### src/sv/blm_pkg.sv
// Shared types, widths and constants of the battery level monitor.
package blm_pkg;

    localparam int AVG_DEPTH  = 8;
    localparam int ADC_W      = 12;
    localparam int SCALE_W    = 20;
    localparam int PROD_W     = ADC_W + SCALE_W;
    localparam int MV_W       = 16;
    localparam int SLOT_W     = (AVG_DEPTH > 1) ? $clog2(AVG_DEPTH) : 1;
    localparam int CNT_W      = $clog2(AVG_DEPTH + 1);
    localparam int SUM_W      = MV_W + $clog2(AVG_DEPTH);
    localparam int PCT_W      = 7;
    localparam int PCT_NUM_W  = MV_W + PCT_W;
    localparam int DIV_W      = (SUM_W > PCT_NUM_W) ? SUM_W : PCT_NUM_W;
    localparam int DIVISOR_W  = MV_W;
    localparam int STEP_W     = $clog2(DIV_W + 1);
    localparam int PADDR_W    = 5;
    localparam int PDATA_W    = 32;

    localparam logic [PCT_W-1:0] PCT_FULL = 7'd100;
    localparam logic [PCT_W-1:0] PCT_ZERO = 7'd0;

    // level_state codes
    localparam logic [2:0] LVL_CHARGING = 3'd0;
    localparam logic [2:0] LVL_FULL     = 3'd1;
    localparam logic [2:0] LVL_GOOD     = 3'd2;
    localparam logic [2:0] LVL_LOW      = 3'd3;
    localparam logic [2:0] LVL_EMPTY    = 3'd4;

    // register indexes (byte address / 4)
    localparam logic [2:0] REG_SCALE   = 3'd0;
    localparam logic [2:0] REG_FULL    = 3'd1;
    localparam logic [2:0] REG_MID     = 3'd2;
    localparam logic [2:0] REG_LOW     = 3'd3;
    localparam logic [2:0] REG_EMPTY   = 3'd4;
    localparam logic [2:0] REG_CHARGED = 3'd5;

    localparam logic [SCALE_W-1:0] SCALE_RST   = 20'd105631;
    localparam logic [MV_W-1:0]    FULL_RST    = 16'd4200;
    localparam logic [MV_W-1:0]    MID_RST     = 16'd3700;
    localparam logic [MV_W-1:0]    LOW_RST     = 16'd3500;
    localparam logic [MV_W-1:0]    EMPTY_RST   = 16'd3300;
    localparam logic [MV_W-1:0]    CHARGED_RST = 16'd4100;

    typedef struct packed {
        logic [ADC_W-1:0] adc_code;
        logic             charging_pin;
    } in_word_t;

    typedef struct packed {
        logic [MV_W-1:0]  avg_mv;
        logic [2:0]       level_state;
        logic [PCT_W-1:0] percent;
        logic             fully_charged;
    } out_word_t;

    typedef struct packed {
        logic [SCALE_W-1:0] scale_q16;
        logic [MV_W-1:0]    full_mv;
        logic [MV_W-1:0]    mid_mv;
        logic [MV_W-1:0]    low_mv;
        logic [MV_W-1:0]    empty_mv;
        logic [MV_W-1:0]    charged_mv;
    } cfg_t;

    // one scaled sample handed from front to back
    typedef struct packed {
        logic [MV_W-1:0] mv;
        logic            charging;
    } q_word_t;

    typedef struct packed {
        logic                 start;
        logic [STEP_W-1:0]    steps;
        logic [DIV_W-1:0]     dividend;
        logic [DIVISOR_W-1:0] divisor;
    } div_req_t;

    typedef struct packed {
        logic             done;
        logic [DIV_W-1:0] quotient;
    } div_rsp_t;

    typedef enum logic [2:0] {
        ST_IDLE,
        ST_AVG,
        ST_AVG_WAIT,
        ST_PCT,
        ST_PCT_WAIT,
        ST_FINISH
    } back_state_t;

endpackage

### src/sv/blm_front.sv
// Front end: accepts input words and scales the ADC code to millivolts.
module blm_front (
    input  logic              clk,
    input  logic              rst_n,
    input  logic              in_valid,
    output logic              in_stall,
    input  blm_pkg::in_word_t in_word,
    input  logic [blm_pkg::SCALE_W-1:0] scale_q16,
    output logic              push,
    output blm_pkg::q_word_t  push_word,
    input  logic              q_full
);

    logic                       valid_reg, valid_next;
    logic [blm_pkg::PROD_W-1:0] prod_reg;
    logic                       chg_reg;
    logic                       accept;

    assign in_stall = valid_reg && q_full;
    assign accept   = in_valid && !in_stall;
    assign push     = valid_reg && !q_full;

    assign push_word.mv       = prod_reg[blm_pkg::PROD_W-1 -: blm_pkg::MV_W];
    assign push_word.charging = chg_reg;

    always_comb
    begin
        valid_next = valid_reg;
        if (accept)
        begin
            valid_next = 1'b1;
        end
        else if (push)
        begin
            valid_next = 1'b0;
        end
    end

    always_ff @(posedge clk or negedge rst_n)
    begin
        if (!rst_n)
        begin
            valid_reg <= 1'b0;
        end
        else
        begin
            valid_reg <= valid_next;
        end
    end

    always_ff @(posedge clk)
    begin
        if (accept)
        begin
            prod_reg <= blm_pkg::PROD_W'(in_word.adc_code) * blm_pkg::PROD_W'(scale_q16);
            chg_reg  <= in_word.charging_pin;
        end
    end

endmodule

### src/sv/blm_queue.sv
// Two-entry queue between front and back.
module blm_queue (
    input  logic             clk,
    input  logic             rst_n,
    input  logic             push,
    input  blm_pkg::q_word_t push_word,
    input  logic             pop,
    output blm_pkg::q_word_t pop_word,
    output logic             empty,
    output logic             full
);

    blm_pkg::q_word_t slots_reg [2];
    logic             wr_ptr_reg, rd_ptr_reg;
    logic [1:0]       count_reg;

    assign empty    = (count_reg == 2'd0);
    assign full     = (count_reg == 2'd2);
    assign pop_word = slots_reg[rd_ptr_reg];

    always_ff @(posedge clk or negedge rst_n)
    begin
        if (!rst_n)
        begin
            wr_ptr_reg <= 1'b0;
            rd_ptr_reg <= 1'b0;
            count_reg  <= 2'd0;
        end
        else
        begin
            if (push)
            begin
                wr_ptr_reg <= ~wr_ptr_reg;
            end
            if (pop)
            begin
                rd_ptr_reg <= ~rd_ptr_reg;
            end
            if (push && !pop)
            begin
                count_reg <= count_reg + 2'd1;
            end
            else if (pop && !push)
            begin
                count_reg <= count_reg - 2'd1;
            end
        end
    end

    always_ff @(posedge clk)
    begin
        if (push)
        begin
            slots_reg[wr_ptr_reg] <= push_word;
        end
    end

endmodule

### src/sv/blm_div.sv
// Restoring divider, one quotient bit per cycle, shared by average and percent.
module blm_div (
    input  logic              clk,
    input  logic              rst_n,
    input  blm_pkg::div_req_t req,
    output blm_pkg::div_rsp_t rsp
);

    logic [blm_pkg::DIV_W-1:0]     q_reg;
    logic [blm_pkg::DIVISOR_W-1:0] rem_reg;
    logic [blm_pkg::DIVISOR_W-1:0] divisor_reg;
    logic [blm_pkg::STEP_W-1:0]    cnt_reg;
    logic                          busy_reg;
    logic                          done_reg;

    logic [blm_pkg::DIVISOR_W:0]   shifted;
    logic [blm_pkg::DIVISOR_W:0]   diff;
    logic                          ge;

    assign shifted = {rem_reg, q_reg[blm_pkg::DIV_W-1]};
    assign diff    = shifted - {1'b0, divisor_reg};
    assign ge      = (shifted >= {1'b0, divisor_reg});

    assign rsp.done     = done_reg;
    assign rsp.quotient = q_reg;

    always_ff @(posedge clk or negedge rst_n)
    begin
        if (!rst_n)
        begin
            busy_reg <= 1'b0;
            done_reg <= 1'b0;
            cnt_reg  <= '0;
        end
        else
        begin
            done_reg <= 1'b0;
            if (req.start)
            begin
                busy_reg <= 1'b1;
                cnt_reg  <= req.steps;
            end
            else if (busy_reg)
            begin
                cnt_reg <= cnt_reg - 1'b1;
                if (cnt_reg == blm_pkg::STEP_W'(1))
                begin
                    busy_reg <= 1'b0;
                    done_reg <= 1'b1;
                end
            end
        end
    end

    always_ff @(posedge clk)
    begin
        if (req.start)
        begin
            q_reg       <= req.dividend;
            rem_reg     <= '0;
            divisor_reg <= req.divisor;
        end
        else if (busy_reg)
        begin
            q_reg   <= {q_reg[blm_pkg::DIV_W-2:0], ge};
            rem_reg <= ge ? diff[blm_pkg::DIVISOR_W-1:0] : shifted[blm_pkg::DIVISOR_W-1:0];
        end
    end

endmodule

### src/sv/blm_back.sv
// Back end: sample ring, running sum, average, percentage, classification and output register.
module blm_back (
    input  logic              clk,
    input  logic              rst_n,
    input  blm_pkg::cfg_t     cfg,
    input  logic              q_empty,
    input  blm_pkg::q_word_t  q_word,
    output logic              pop,
    output blm_pkg::div_req_t div_req,
    input  blm_pkg::div_rsp_t div_rsp,
    output logic              out_valid,
    input  logic              out_stall,
    output blm_pkg::out_word_t out_word
);

    blm_pkg::back_state_t state_reg, state_next;

    logic [blm_pkg::MV_W-1:0]   ring_reg [blm_pkg::AVG_DEPTH];
    logic [blm_pkg::SUM_W-1:0]  sum_reg;
    logic [blm_pkg::CNT_W-1:0]  fill_reg;
    logic [blm_pkg::SLOT_W-1:0] slot_reg;
    logic                       chg_reg;
    logic [blm_pkg::MV_W-1:0]   avg_reg;
    logic [blm_pkg::PCT_W-1:0]  pct_reg;
    logic                       out_valid_reg, out_valid_next;
    blm_pkg::out_word_t         out_word_reg;

    logic                       load_out;
    logic                       pct_direct;
    logic [blm_pkg::PCT_W-1:0]  pct_direct_val;
    logic [blm_pkg::MV_W-1:0]   pct_delta;
    logic [2:0]                 level;

    assign out_valid = out_valid_reg;
    assign out_word  = out_word_reg;
    assign pct_delta = avg_reg - cfg.empty_mv;

    // clamped and degenerate-span cases settle without a division
    always_comb
    begin
        pct_direct     = 1'b1;
        pct_direct_val = blm_pkg::PCT_ZERO;
        if (cfg.full_mv <= cfg.empty_mv)
        begin
            pct_direct_val = (avg_reg >= cfg.full_mv) ? blm_pkg::PCT_FULL : blm_pkg::PCT_ZERO;
        end
        else if (avg_reg <= cfg.empty_mv)
        begin
            pct_direct_val = blm_pkg::PCT_ZERO;
        end
        else if (avg_reg >= cfg.full_mv)
        begin
            pct_direct_val = blm_pkg::PCT_FULL;
        end
        else
        begin
            pct_direct = 1'b0;
        end
    end

    always_comb
    begin
        if (chg_reg)
        begin
            level = blm_pkg::LVL_CHARGING;
        end
        else if (avg_reg >= cfg.full_mv)
        begin
            level = blm_pkg::LVL_FULL;
        end
        else if (avg_reg >= cfg.mid_mv)
        begin
            level = blm_pkg::LVL_GOOD;
        end
        else if (avg_reg >= cfg.low_mv)
        begin
            level = blm_pkg::LVL_LOW;
        end
        else
        begin
            level = blm_pkg::LVL_EMPTY;
        end
    end

    always_comb
    begin
        state_next = state_reg;
        pop        = 1'b0;
        load_out   = 1'b0;
        div_req    = '0;
        case (state_reg)
            blm_pkg::ST_IDLE:
            begin
                if (!q_empty)
                begin
                    pop        = 1'b1;
                    state_next = blm_pkg::ST_AVG;
                end
            end
            blm_pkg::ST_AVG:
            begin
                // sum sits at the top of the dividend so only SUM_W steps are needed
                div_req.start    = 1'b1;
                div_req.steps    = blm_pkg::STEP_W'(blm_pkg::SUM_W);
                div_req.dividend = blm_pkg::DIV_W'(sum_reg)
                                   << (blm_pkg::DIV_W - blm_pkg::SUM_W);
                div_req.divisor  = blm_pkg::DIVISOR_W'(fill_reg);
                state_next       = blm_pkg::ST_AVG_WAIT;
            end
            blm_pkg::ST_AVG_WAIT:
            begin
                if (div_rsp.done)
                begin
                    state_next = blm_pkg::ST_PCT;
                end
            end
            blm_pkg::ST_PCT:
            begin
                if (pct_direct)
                begin
                    state_next = blm_pkg::ST_FINISH;
                end
                else
                begin
                    div_req.start    = 1'b1;
                    div_req.steps    = blm_pkg::STEP_W'(blm_pkg::PCT_NUM_W);
                    div_req.dividend = blm_pkg::DIV_W'(
                        blm_pkg::PCT_NUM_W'(pct_delta) * blm_pkg::PCT_NUM_W'(blm_pkg::PCT_FULL));
                    div_req.divisor  = cfg.full_mv - cfg.empty_mv;
                    state_next       = blm_pkg::ST_PCT_WAIT;
                end
            end
            blm_pkg::ST_PCT_WAIT:
            begin
                if (div_rsp.done)
                begin
                    state_next = blm_pkg::ST_FINISH;
                end
            end
            blm_pkg::ST_FINISH:
            begin
                if (!out_valid_reg || !out_stall)
                begin
                    load_out   = 1'b1;
                    state_next = blm_pkg::ST_IDLE;
                end
            end
            default:
            begin
                state_next = blm_pkg::ST_IDLE;
            end
        endcase
    end

    always_comb
    begin
        out_valid_next = out_valid_reg;
        if (load_out)
        begin
            out_valid_next = 1'b1;
        end
        else if (!out_stall)
        begin
            out_valid_next = 1'b0;
        end
    end

    always_ff @(posedge clk or negedge rst_n)
    begin
        if (!rst_n)
        begin
            state_reg     <= blm_pkg::ST_IDLE;
            out_valid_reg <= 1'b0;
            sum_reg       <= '0;
            fill_reg      <= '0;
            slot_reg      <= '0;
            for (int i = 0; i < blm_pkg::AVG_DEPTH; i++)
            begin
                ring_reg[i] <= '0;
            end
        end
        else
        begin
            state_reg     <= state_next;
            out_valid_reg <= out_valid_next;
            if (pop)
            begin
                sum_reg            <= sum_reg - blm_pkg::SUM_W'(ring_reg[slot_reg])
                                      + blm_pkg::SUM_W'(q_word.mv);
                ring_reg[slot_reg] <= q_word.mv;
                if (slot_reg == blm_pkg::SLOT_W'(blm_pkg::AVG_DEPTH - 1))
                begin
                    slot_reg <= '0;
                end
                else
                begin
                    slot_reg <= slot_reg + 1'b1;
                end
                if (fill_reg != blm_pkg::CNT_W'(blm_pkg::AVG_DEPTH))
                begin
                    fill_reg <= fill_reg + 1'b1;
                end
            end
        end
    end

    always_ff @(posedge clk)
    begin
        if (pop)
        begin
            chg_reg <= q_word.charging;
        end
        if ((state_reg == blm_pkg::ST_AVG_WAIT) && div_rsp.done)
        begin
            avg_reg <= div_rsp.quotient[blm_pkg::MV_W-1:0];
        end
        if (state_reg == blm_pkg::ST_PCT)
        begin
            pct_reg <= pct_direct_val;
        end
        else if ((state_reg == blm_pkg::ST_PCT_WAIT) && div_rsp.done)
        begin
            pct_reg <= div_rsp.quotient[blm_pkg::PCT_W-1:0];
        end
        if (load_out)
        begin
            out_word_reg.avg_mv        <= avg_reg;
            out_word_reg.level_state   <= level;
            out_word_reg.percent       <= pct_reg;
            out_word_reg.fully_charged <= !chg_reg && (avg_reg >= cfg.charged_mv);
        end
    end

endmodule

### src/sv/battery_level_monitor.sv
// Top level of the battery level monitor: register file and front/queue/back.
//
// Input channel (in_valid / in_stall / in_word): one word per battery sample,
// carrying the 12-bit ADC code and the charger status. A word is taken at a
// clock edge with in_valid high and in_stall low.
// Output channel (out_valid / out_stall / out_word): one word per input word,
// with the running average in mV, the level state, the percentage and the
// fully-charged flag. out_valid comes straight from the output register.
// The front scales the sample (one 12x20 multiply) and hands it to a
// two-entry queue; the back updates the ring and running sum, then runs the
// shared serial divider twice: average (SUM_W = 19 steps) and percent
// (23 steps, skipped when the result is clamped).
// The back works on one word at a time, through both divisions in turn, while
// the front and queue go on accepting new words.
// If the receiver stalls, the result waits in the output register while the
// back finishes the next word and the front/queue keep accepting up to three
// more; in_stall rises once those are full.
// Reset clears ring, running sum, fill count, slot pointer, queue and all
// valid flags, and loads the default thresholds and scale factor.
// Registers (APB, byte address 4*i): scale_q16, full_mv, mid_mv, low_mv,
// empty_mv, charged_mv. Write them only while the block is idle.
module battery_level_monitor (
    input  logic                          clk,
    input  logic                          rst_n,
    input  logic                          in_valid,
    output logic                          in_stall,
    input  blm_pkg::in_word_t             in_word,
    output logic                          out_valid,
    input  logic                          out_stall,
    output blm_pkg::out_word_t            out_word,
    input  logic                          psel,
    input  logic                          penable,
    input  logic                          pwrite,
    input  logic [blm_pkg::PADDR_W-1:0]   paddr,
    input  logic [blm_pkg::PDATA_W-1:0]   pwdata,
    output logic [blm_pkg::PDATA_W-1:0]   prdata,
    output logic                          pready
);

    blm_pkg::cfg_t     cfg_reg;
    logic              cfg_write;
    logic [2:0]        reg_index;

    logic              push;
    blm_pkg::q_word_t  push_word;
    logic              pop;
    blm_pkg::q_word_t  pop_word;
    logic              q_empty;
    logic              q_full;
    blm_pkg::div_req_t div_req;
    blm_pkg::div_rsp_t div_rsp;

    assign pready    = 1'b1;
    assign cfg_write = psel && penable && pwrite && pready;
    assign reg_index = paddr[blm_pkg::PADDR_W-1:2];

    // register file; writes to unused addresses are dropped
    always_ff @(posedge clk or negedge rst_n)
    begin
        if (!rst_n)
        begin
            cfg_reg.scale_q16  <= blm_pkg::SCALE_RST;
            cfg_reg.full_mv    <= blm_pkg::FULL_RST;
            cfg_reg.mid_mv     <= blm_pkg::MID_RST;
            cfg_reg.low_mv     <= blm_pkg::LOW_RST;
            cfg_reg.empty_mv   <= blm_pkg::EMPTY_RST;
            cfg_reg.charged_mv <= blm_pkg::CHARGED_RST;
        end
        else if (cfg_write)
        begin
            case (reg_index)
                blm_pkg::REG_SCALE:   cfg_reg.scale_q16  <= pwdata[blm_pkg::SCALE_W-1:0];
                blm_pkg::REG_FULL:    cfg_reg.full_mv    <= pwdata[blm_pkg::MV_W-1:0];
                blm_pkg::REG_MID:     cfg_reg.mid_mv     <= pwdata[blm_pkg::MV_W-1:0];
                blm_pkg::REG_LOW:     cfg_reg.low_mv     <= pwdata[blm_pkg::MV_W-1:0];
                blm_pkg::REG_EMPTY:   cfg_reg.empty_mv   <= pwdata[blm_pkg::MV_W-1:0];
                blm_pkg::REG_CHARGED: cfg_reg.charged_mv <= pwdata[blm_pkg::MV_W-1:0];
                default:
                begin
                end
            endcase
        end
    end

    always_comb
    begin
        case (reg_index)
            blm_pkg::REG_SCALE:   prdata = blm_pkg::PDATA_W'(cfg_reg.scale_q16);
            blm_pkg::REG_FULL:    prdata = blm_pkg::PDATA_W'(cfg_reg.full_mv);
            blm_pkg::REG_MID:     prdata = blm_pkg::PDATA_W'(cfg_reg.mid_mv);
            blm_pkg::REG_LOW:     prdata = blm_pkg::PDATA_W'(cfg_reg.low_mv);
            blm_pkg::REG_EMPTY:   prdata = blm_pkg::PDATA_W'(cfg_reg.empty_mv);
            blm_pkg::REG_CHARGED: prdata = blm_pkg::PDATA_W'(cfg_reg.charged_mv);
            default:              prdata = '0;
        endcase
    end

    blm_front u_front (
        .clk       (clk),
        .rst_n     (rst_n),
        .in_valid  (in_valid),
        .in_stall  (in_stall),
        .in_word   (in_word),
        .scale_q16 (cfg_reg.scale_q16),
        .push      (push),
        .push_word (push_word),
        .q_full    (q_full)
    );

    blm_queue u_queue (
        .clk       (clk),
        .rst_n     (rst_n),
        .push      (push),
        .push_word (push_word),
        .pop       (pop),
        .pop_word  (pop_word),
        .empty     (q_empty),
        .full      (q_full)
    );

    blm_div u_div (
        .clk   (clk),
        .rst_n (rst_n),
        .req   (div_req),
        .rsp   (div_rsp)
    );

    blm_back u_back (
        .clk       (clk),
        .rst_n     (rst_n),
        .cfg       (cfg_reg),
        .q_empty   (q_empty),
        .q_word    (pop_word),
        .pop       (pop),
        .div_req   (div_req),
        .div_rsp   (div_rsp),
        .out_valid (out_valid),
        .out_stall (out_stall),
        .out_word  (out_word)
    );

endmodule
### config.mk
export PLATFORM = sky130hd
export DESIGN_NAME = battery_level_monitor
export DESIGN_NICKNAME = d
export VERILOG_FILES = /design/src/sv/blm_pkg.sv /design/src/sv/blm_front.sv /design/src/sv/blm_queue.sv /design/src/sv/blm_div.sv /design/src/sv/blm_back.sv /design/src/sv/battery_level_monitor.sv
export SDC_FILE = /design/constraint.sdc
export NUM_CORES = 1
export LEC_CHECK = 0
export ABC_AREA = 1
export BUFFER_PORTS_ARGS = -buffer_cell sky130_fd_sc_hd__buf_2
export CAP_MARGIN = 40
export CORE_ASPECT_RATIO = 1.5
export CORE_MARGIN = 8
export CORE_UTILIZATION = 55
export CTS_CLUSTER_SIZE = 24
export DETAILED_ROUTE_END_ITERATION = 8
export PLACE_DENSITY = 0.83
export SKIP_LAST_GASP = 1
export SLEW_MARGIN = 10
export SYNTH_ARGS = -nofsm -noshare
export SYNTH_HDL_FRONTEND = slang
export SYNTH_SLANG_ARGS = --single-unit
### constraint.sdc
create_clock -name clk -period 6.9 [get_ports clk]
set_input_delay 1.035 -clock clk [delete_from_list [all_inputs] [get_ports clk]]
set_output_delay 1.035 -clock clk [all_outputs]
set_load 0.01 [all_outputs]
### After elaboration in Yosys (flattened, before gate mapping)

Memory sizes are Yosys's and may differ from the RTL's.
Cells that the tools add are included.

* register bits: 409
* RAM bits: 34
* input port bits: 57
* output and inout port bits: 62
* word-level logic and storage cells: 170
* memories: 1

* $add $sub $neg: 10
* multipliers: 2
* order comparisons: 9
* equality and inequality tests: 19
* mux-type cells: 50
* bitwise logic cells: 3
* reduce and logical (&&, ||, !) cells: 36

Memories
* u_queue.slots_reg: depth 2, bits a word 17, read ports 1, clocked after memory_dff 0, write ports 1, RTL line blm_queue.sv:13 `blm_pkg::q_word_t slots_reg [2];`

Operators with widths (number)
* bitwise mux 128 bit: 1
* case mux 20 bit (6 select lines): 1
* case mux 45 bit (2 select lines): 1
* greater-or-equal comparator 16 bit: 4
* 2-to-1 mux 16 bit: 4
* binary-select mux 16 bit (select 3 bit): 1
* demux 16 bit (select 3 bit): 1
* subtractor 16 bit: 3
* 2-to-1 mux 23 bit: 2
* 2-to-1 mux 45 bit: 1
* 2-to-1 mux 7 bit: 5
* <= comparator 16 bit: 2
* multiplier 12 x 20 -> 32 bit: 1
* multiplier 16 x 5 -> 21 bit, second input constant: 1
* 2-to-1 mux 1 bit: 21
* adder 19 x 16 -> 19 bit: 1
* subtractor 19 x 16 -> 19 bit: 1
* 2-to-1 mux 3 bit: 6
* case mux 3 bit (6 select lines): 1
* greater-or-equal comparator 17 x 16 -> 1 bit: 1
* == test 3 bit, second input constant: 5
* AND reduction 2 bit: 7
* == test 3 x 2 -> 1 bit, second input constant: 4
* logical AND 1 bit: 11
* 25 further kinds: 43

### Logic depth before layout (Yosys ltp)

* word-level depth: 7
* gate-level depth with buffers: 29

### Cells and area by module

A second synthesis with hierarchy kept.

* cell total of the unflattened synthesis: 4216
* area total of the unflattened synthesis: 33772.4 um2

Modules (own cells, without submodules)
* blm_back: instances 1, cells an instance 1915, area each 15177.1 um2
* blm_front: instances 1, cells an instance 1112, area each 8373.0 um2
* battery_level_monitor: instances 1, cells an instance 631, area each 5052.3 um2
* blm_div: instances 1, cells an instance 480, area each 3686.0 um2
* blm_queue: instances 1, cells an instance 78, area each 1483.9 um2

### Worst setup path after synthesis

No wires, ideal clock.

* kind: input-to-reg
* start: input in_word[12] in the netlist's numbering
* end: register u_front.prod_reg[30] in the netlist's numbering (data pin)
* library setup time: 0.252 ns
* arrival time: 5.395 ns
* required time: 6.648 ns
* setup slack: 1.252 ns
* cell stages on the path: 22
* buffers on the path: 1
* cell sequence: clkbuf_1 > nand2_1 > fa_1 > inv_1 > fa_1 > inv_1 > fa_1 > inv_1 > fa_1 > inv_1 > fa_1 > inv_1 > ha_1 > nand2_1 > nor2_1 > inv_1 > nor2_1 > nand3_1 > nand3_1 > nand3_1 > nand3_1 > nand2_1

* longest elaborated chain between the ends: 1

Ends and longest elaborated chain
* start: declaration: RTL line battery_level_monitor.sv:27 `input blm_pkg::in_word_t in_word,`
* multiplier 12 x 20 -> 32 bit: RTL line blm_front.sv:55 `prod_reg <= blm_pkg::PROD_W'(in_word.adc_code) * blm_pkg::PROD_W'(scale_q16);`
* end signal: assignment: RTL line blm_front.sv:55
* end: declaration: RTL line blm_front.sv:15 `logic [blm_pkg::PROD_W-1:0] prod_reg;`

Every way passes these cells.
A chain may end at the register's enable or synchronous reset.

### Final worst setup path

Ends and elaborated chain as after synthesis.

==> flow_metrics.tcl <==
set metrics [dict create \
    outcome "complete, no violations" \
    finish.cell_count_without_fillers 4945 \
    die-height_um 316 \
    finalMaxSlewViolations 0 \
    critPathLaunchType "input port" \
    wl_met1_mm 32.4 \
    tightest_slew_ns 0.953 \
    detailedRoute.firstIterationViolations 2084 \
    clkLatencyLatePin_ns 0.58 \
    grt_max_degree 170 \
    dr.pass1.iters 6 \
    slowest_stage "fa_1" \
    clk_pin_slew_worst_paths_ns 0.07 \
    ys_async_sr_fraction_pct 63.2 \
    slew_headroom_pct 36.5 \
    start_to_end_type_of_the_worst_setup_path "in -> reg" \
    postSynthRegisterBits 427 \
    finalWirelength_mm 86.9 \
    cp_data_required_time_ns 7.21 \
    via_count_of_the_first_global_routing_pass 27900 \
    critical-path-top-delay-family "adder cells" \
    cts_resized 0 \
    maximum_achievable_frequency_mhz 177 \
    timing.hold.worst.class "reg -> reg" \
    synth_cell_types 55 \
    max_cap_violations 0 \
    cts_sinks 427 \
    dominant_register_cell_in_the_synthesized_netlist "dfrtp_1" \
    ctsHoldBuffers 0 \
    die_area_um2 68100 \
    timing.final.crit_share_pct 81.8 \
    yosysWarningCount 0 \
    synthesis.area_per_instance_um2 8.05 \
    proportion_of_layout_cells_with_a_drive_suffix_above_1_pct 6.63 \
    vias_after_detailed_routing 27600 \
    fin_skew_ns 0.0533 \
    finalHoldViolations 0 \
    diodes 0 \
    crit_path_cell_trace "buf_2, nand2_1, fa_1, inv_1, fa_1, inv_1, fa_1, inv_1, fa_1, inv_1, fa_1, inv_1, ha_1, nand2_1, nor2_1, inv_1, nor2_1, nand3_1, nand3_1, nand3_1, nand3_1, nand2_1" \
    htree_levels 2 \
    route.detailed.vias_per_inst 5.57 \
    synth.yosys.seq_area_share_pct 34.5 \
    numCtsBuffers 41 \
    cp_common_cell "inv_1" \
    tritoncts "yes" \
    rsz0062_at_grt "false" \
    netlist_instances 4086 \
    globalRouteTotalUtil_pct 25.6 \
    period_minus_slack_ns 5.64 \
    netlist_area_um2 32900 \
    arrival_ns 5.95 \
    drt_drc_violations_left 0 \
    syn_to_final_growth_pct 8.09 \
    cts-root-to-sink-buffers 3 \
    detailroute.wirelength.met3_mm 5.80 \
    finalSetupViolCount 0 \
    synth_enable_flop_cells 141 \
    route.top_layer_used "met4" \
    drtAntennaViolNets 0 \
    largest_register_ffs 128 \
    io_buffer_count 91 \
    chipWidth_um 216 \
    post-cts-setup-buffers 0 \
    finish.net_count 4651 \
    row_count 110 \
    setup.worst_path.end_class "flip-flop" \
    global_route.overflow_total 0 \
    grt_antenna_before_repair 0 \
    start_util_pct 55.2 \
    post-dp-hpwl_mm 65.8 \
    root_buffer "clkbuf_16" \
    cp.buffers_inverters 7 \
    crit_path_max_fanout 20 \
    first_pass_grt_wire_length_mm 141 \
    setup-tns-final_ns 0 \
    io-pin-count 119 \
    dr_wl_met2_mm 43.0 \
    place_inst 4870 \
    critical_path.max_stage_delay_ns 0.55 \
    fp.coreArea_um2 59600 \
    place_congestion 0.945 \
    wl_per_cell_um 17.6 \
]
## worst paths after layout
kind,slack (ns),depth (start not counted),to,startpoint
min reg2reg,0.42,0,u_back.out_word[7],u_back.pct_reg[6]
min in group asynchronous,0.52,1,cfg_reg[29],rst_n
max,1.26,22,u_front.prod_reg[30],in_word[12]
max in group asynchronous,4.92,2,u_back.ring_reg[21],rst_n
max reg2reg,1.31,21,u_front.prod_reg[30],cfg_reg[90]
min,0.42,0,u_back.out_word[7],u_back.pct_reg[6]
## per-stage QoR
step	hold slack [ns]	cell area, um^2	worst slack (ns)	utilization [%]
after global routing	0.425	35600	0.961	59.7
after detailed placement	0.405	34200	0.695	57.4
after CTS	0.419	35600	1.27	59.7
final	0.418	35600	1.26	59.7
after global placement	0.405	34000	0.784	57.1
after floorplan	0.400	32900	1.25	-
## per-layer routing
layer	GRT usage, %	vias up
li1	-	12900
met1	29.4	13100
met2	45.0	1201
met3	3.19	325
met4	15.9	0
met5	0	-
## synth_stat cells, types with 4 or more instances
master | number | area, um^2
nand3b_1 | 11 | 82.6
clkbuf_1 | 99 | 372
nor2_1 | 234 | 878
nand2_1 | 959 | 3600
o2111ai_1 | 10 | 87.6
nor3_2 | 4 | 40.0
o21ai_0 | 219 | 1100
dfstp_2 | 37 | 972
a31oi_1 | 7 | 43.8
a22oi_1 | 25 | 188
dfxtp_1 | 16 | 320
nand3_1 | 175 | 876
or2_2 | 4 | 25.0
xnor2_1 | 30 | 263
inv_1 | 860 | 3230
o211ai_1 | 16 | 120
edfxtp_1 | 141 | 4230
buf_1 | 4 | 15.0
nor3_1 | 36 | 180
buf_4 | 15 | 113
nand4_1 | 37 | 231
ha_1 | 256 | 3200
a21oi_1 | 233 | 1170
fa_1 | 209 | 4180
o21bai_1 | 11 | 82.6
xor2_1 | 36 | 315
a221oi_1 | 21 | 184
o22ai_1 | 41 | 257
o21ai_1 | 18 | 90.1
buf_2 | 26 | 130
a211oi_1 | 4 | 30.0
mux2_2 | 8 | 90.1
dfrtp_1 | 233 | 5830
a21o_1 | 11 | 82.6
## layout by cell type, fill, tap and decap left out, types with 41 or more instances in the layout
| cell type | count |
|---|---|
| a21oi_1 | 233 |
| buf_2 | 90 |
| clkbuf_16 | 43 |
| dfrtp_1 | 233 |
| edfxtp_1 | 141 |
| fa_1 | 209 |
| ha_1 | 256 |
| inv_1 | 860 |
| nand2_1 | 959 |
| nand3_1 | 175 |
| nor2_1 | 223 |
| o21ai_0 | 219 |
| o22ai_1 | 41 |
## cells by family after synthesis
kind of cell	share of synthesized area, %
adders and majority gates	22.5
other	0.0228
AOI/OAI and AO/OA	10.8
muxes	0.274
DFF	34.5
buffers and inverters	11.9
xor gates and xnor gates	1.76
and+or+nand+nor	18.4
## layout make-up
type | instances | area, um^2
repair buffers | 135 | 911
flip-flops and latches | 427 | 11400
clock inverters | 17 | 186
well taps | 784 | 981
clock buffers | 58 | 1160
fillers | 5109 | 24000
multi-input cells | 2659 | 17700
inverters | 865 | 3250
Power is left out: the tool's default activity adds up to more than one toggle a clock period on the data nets, which glitch-free logic cannot reach.
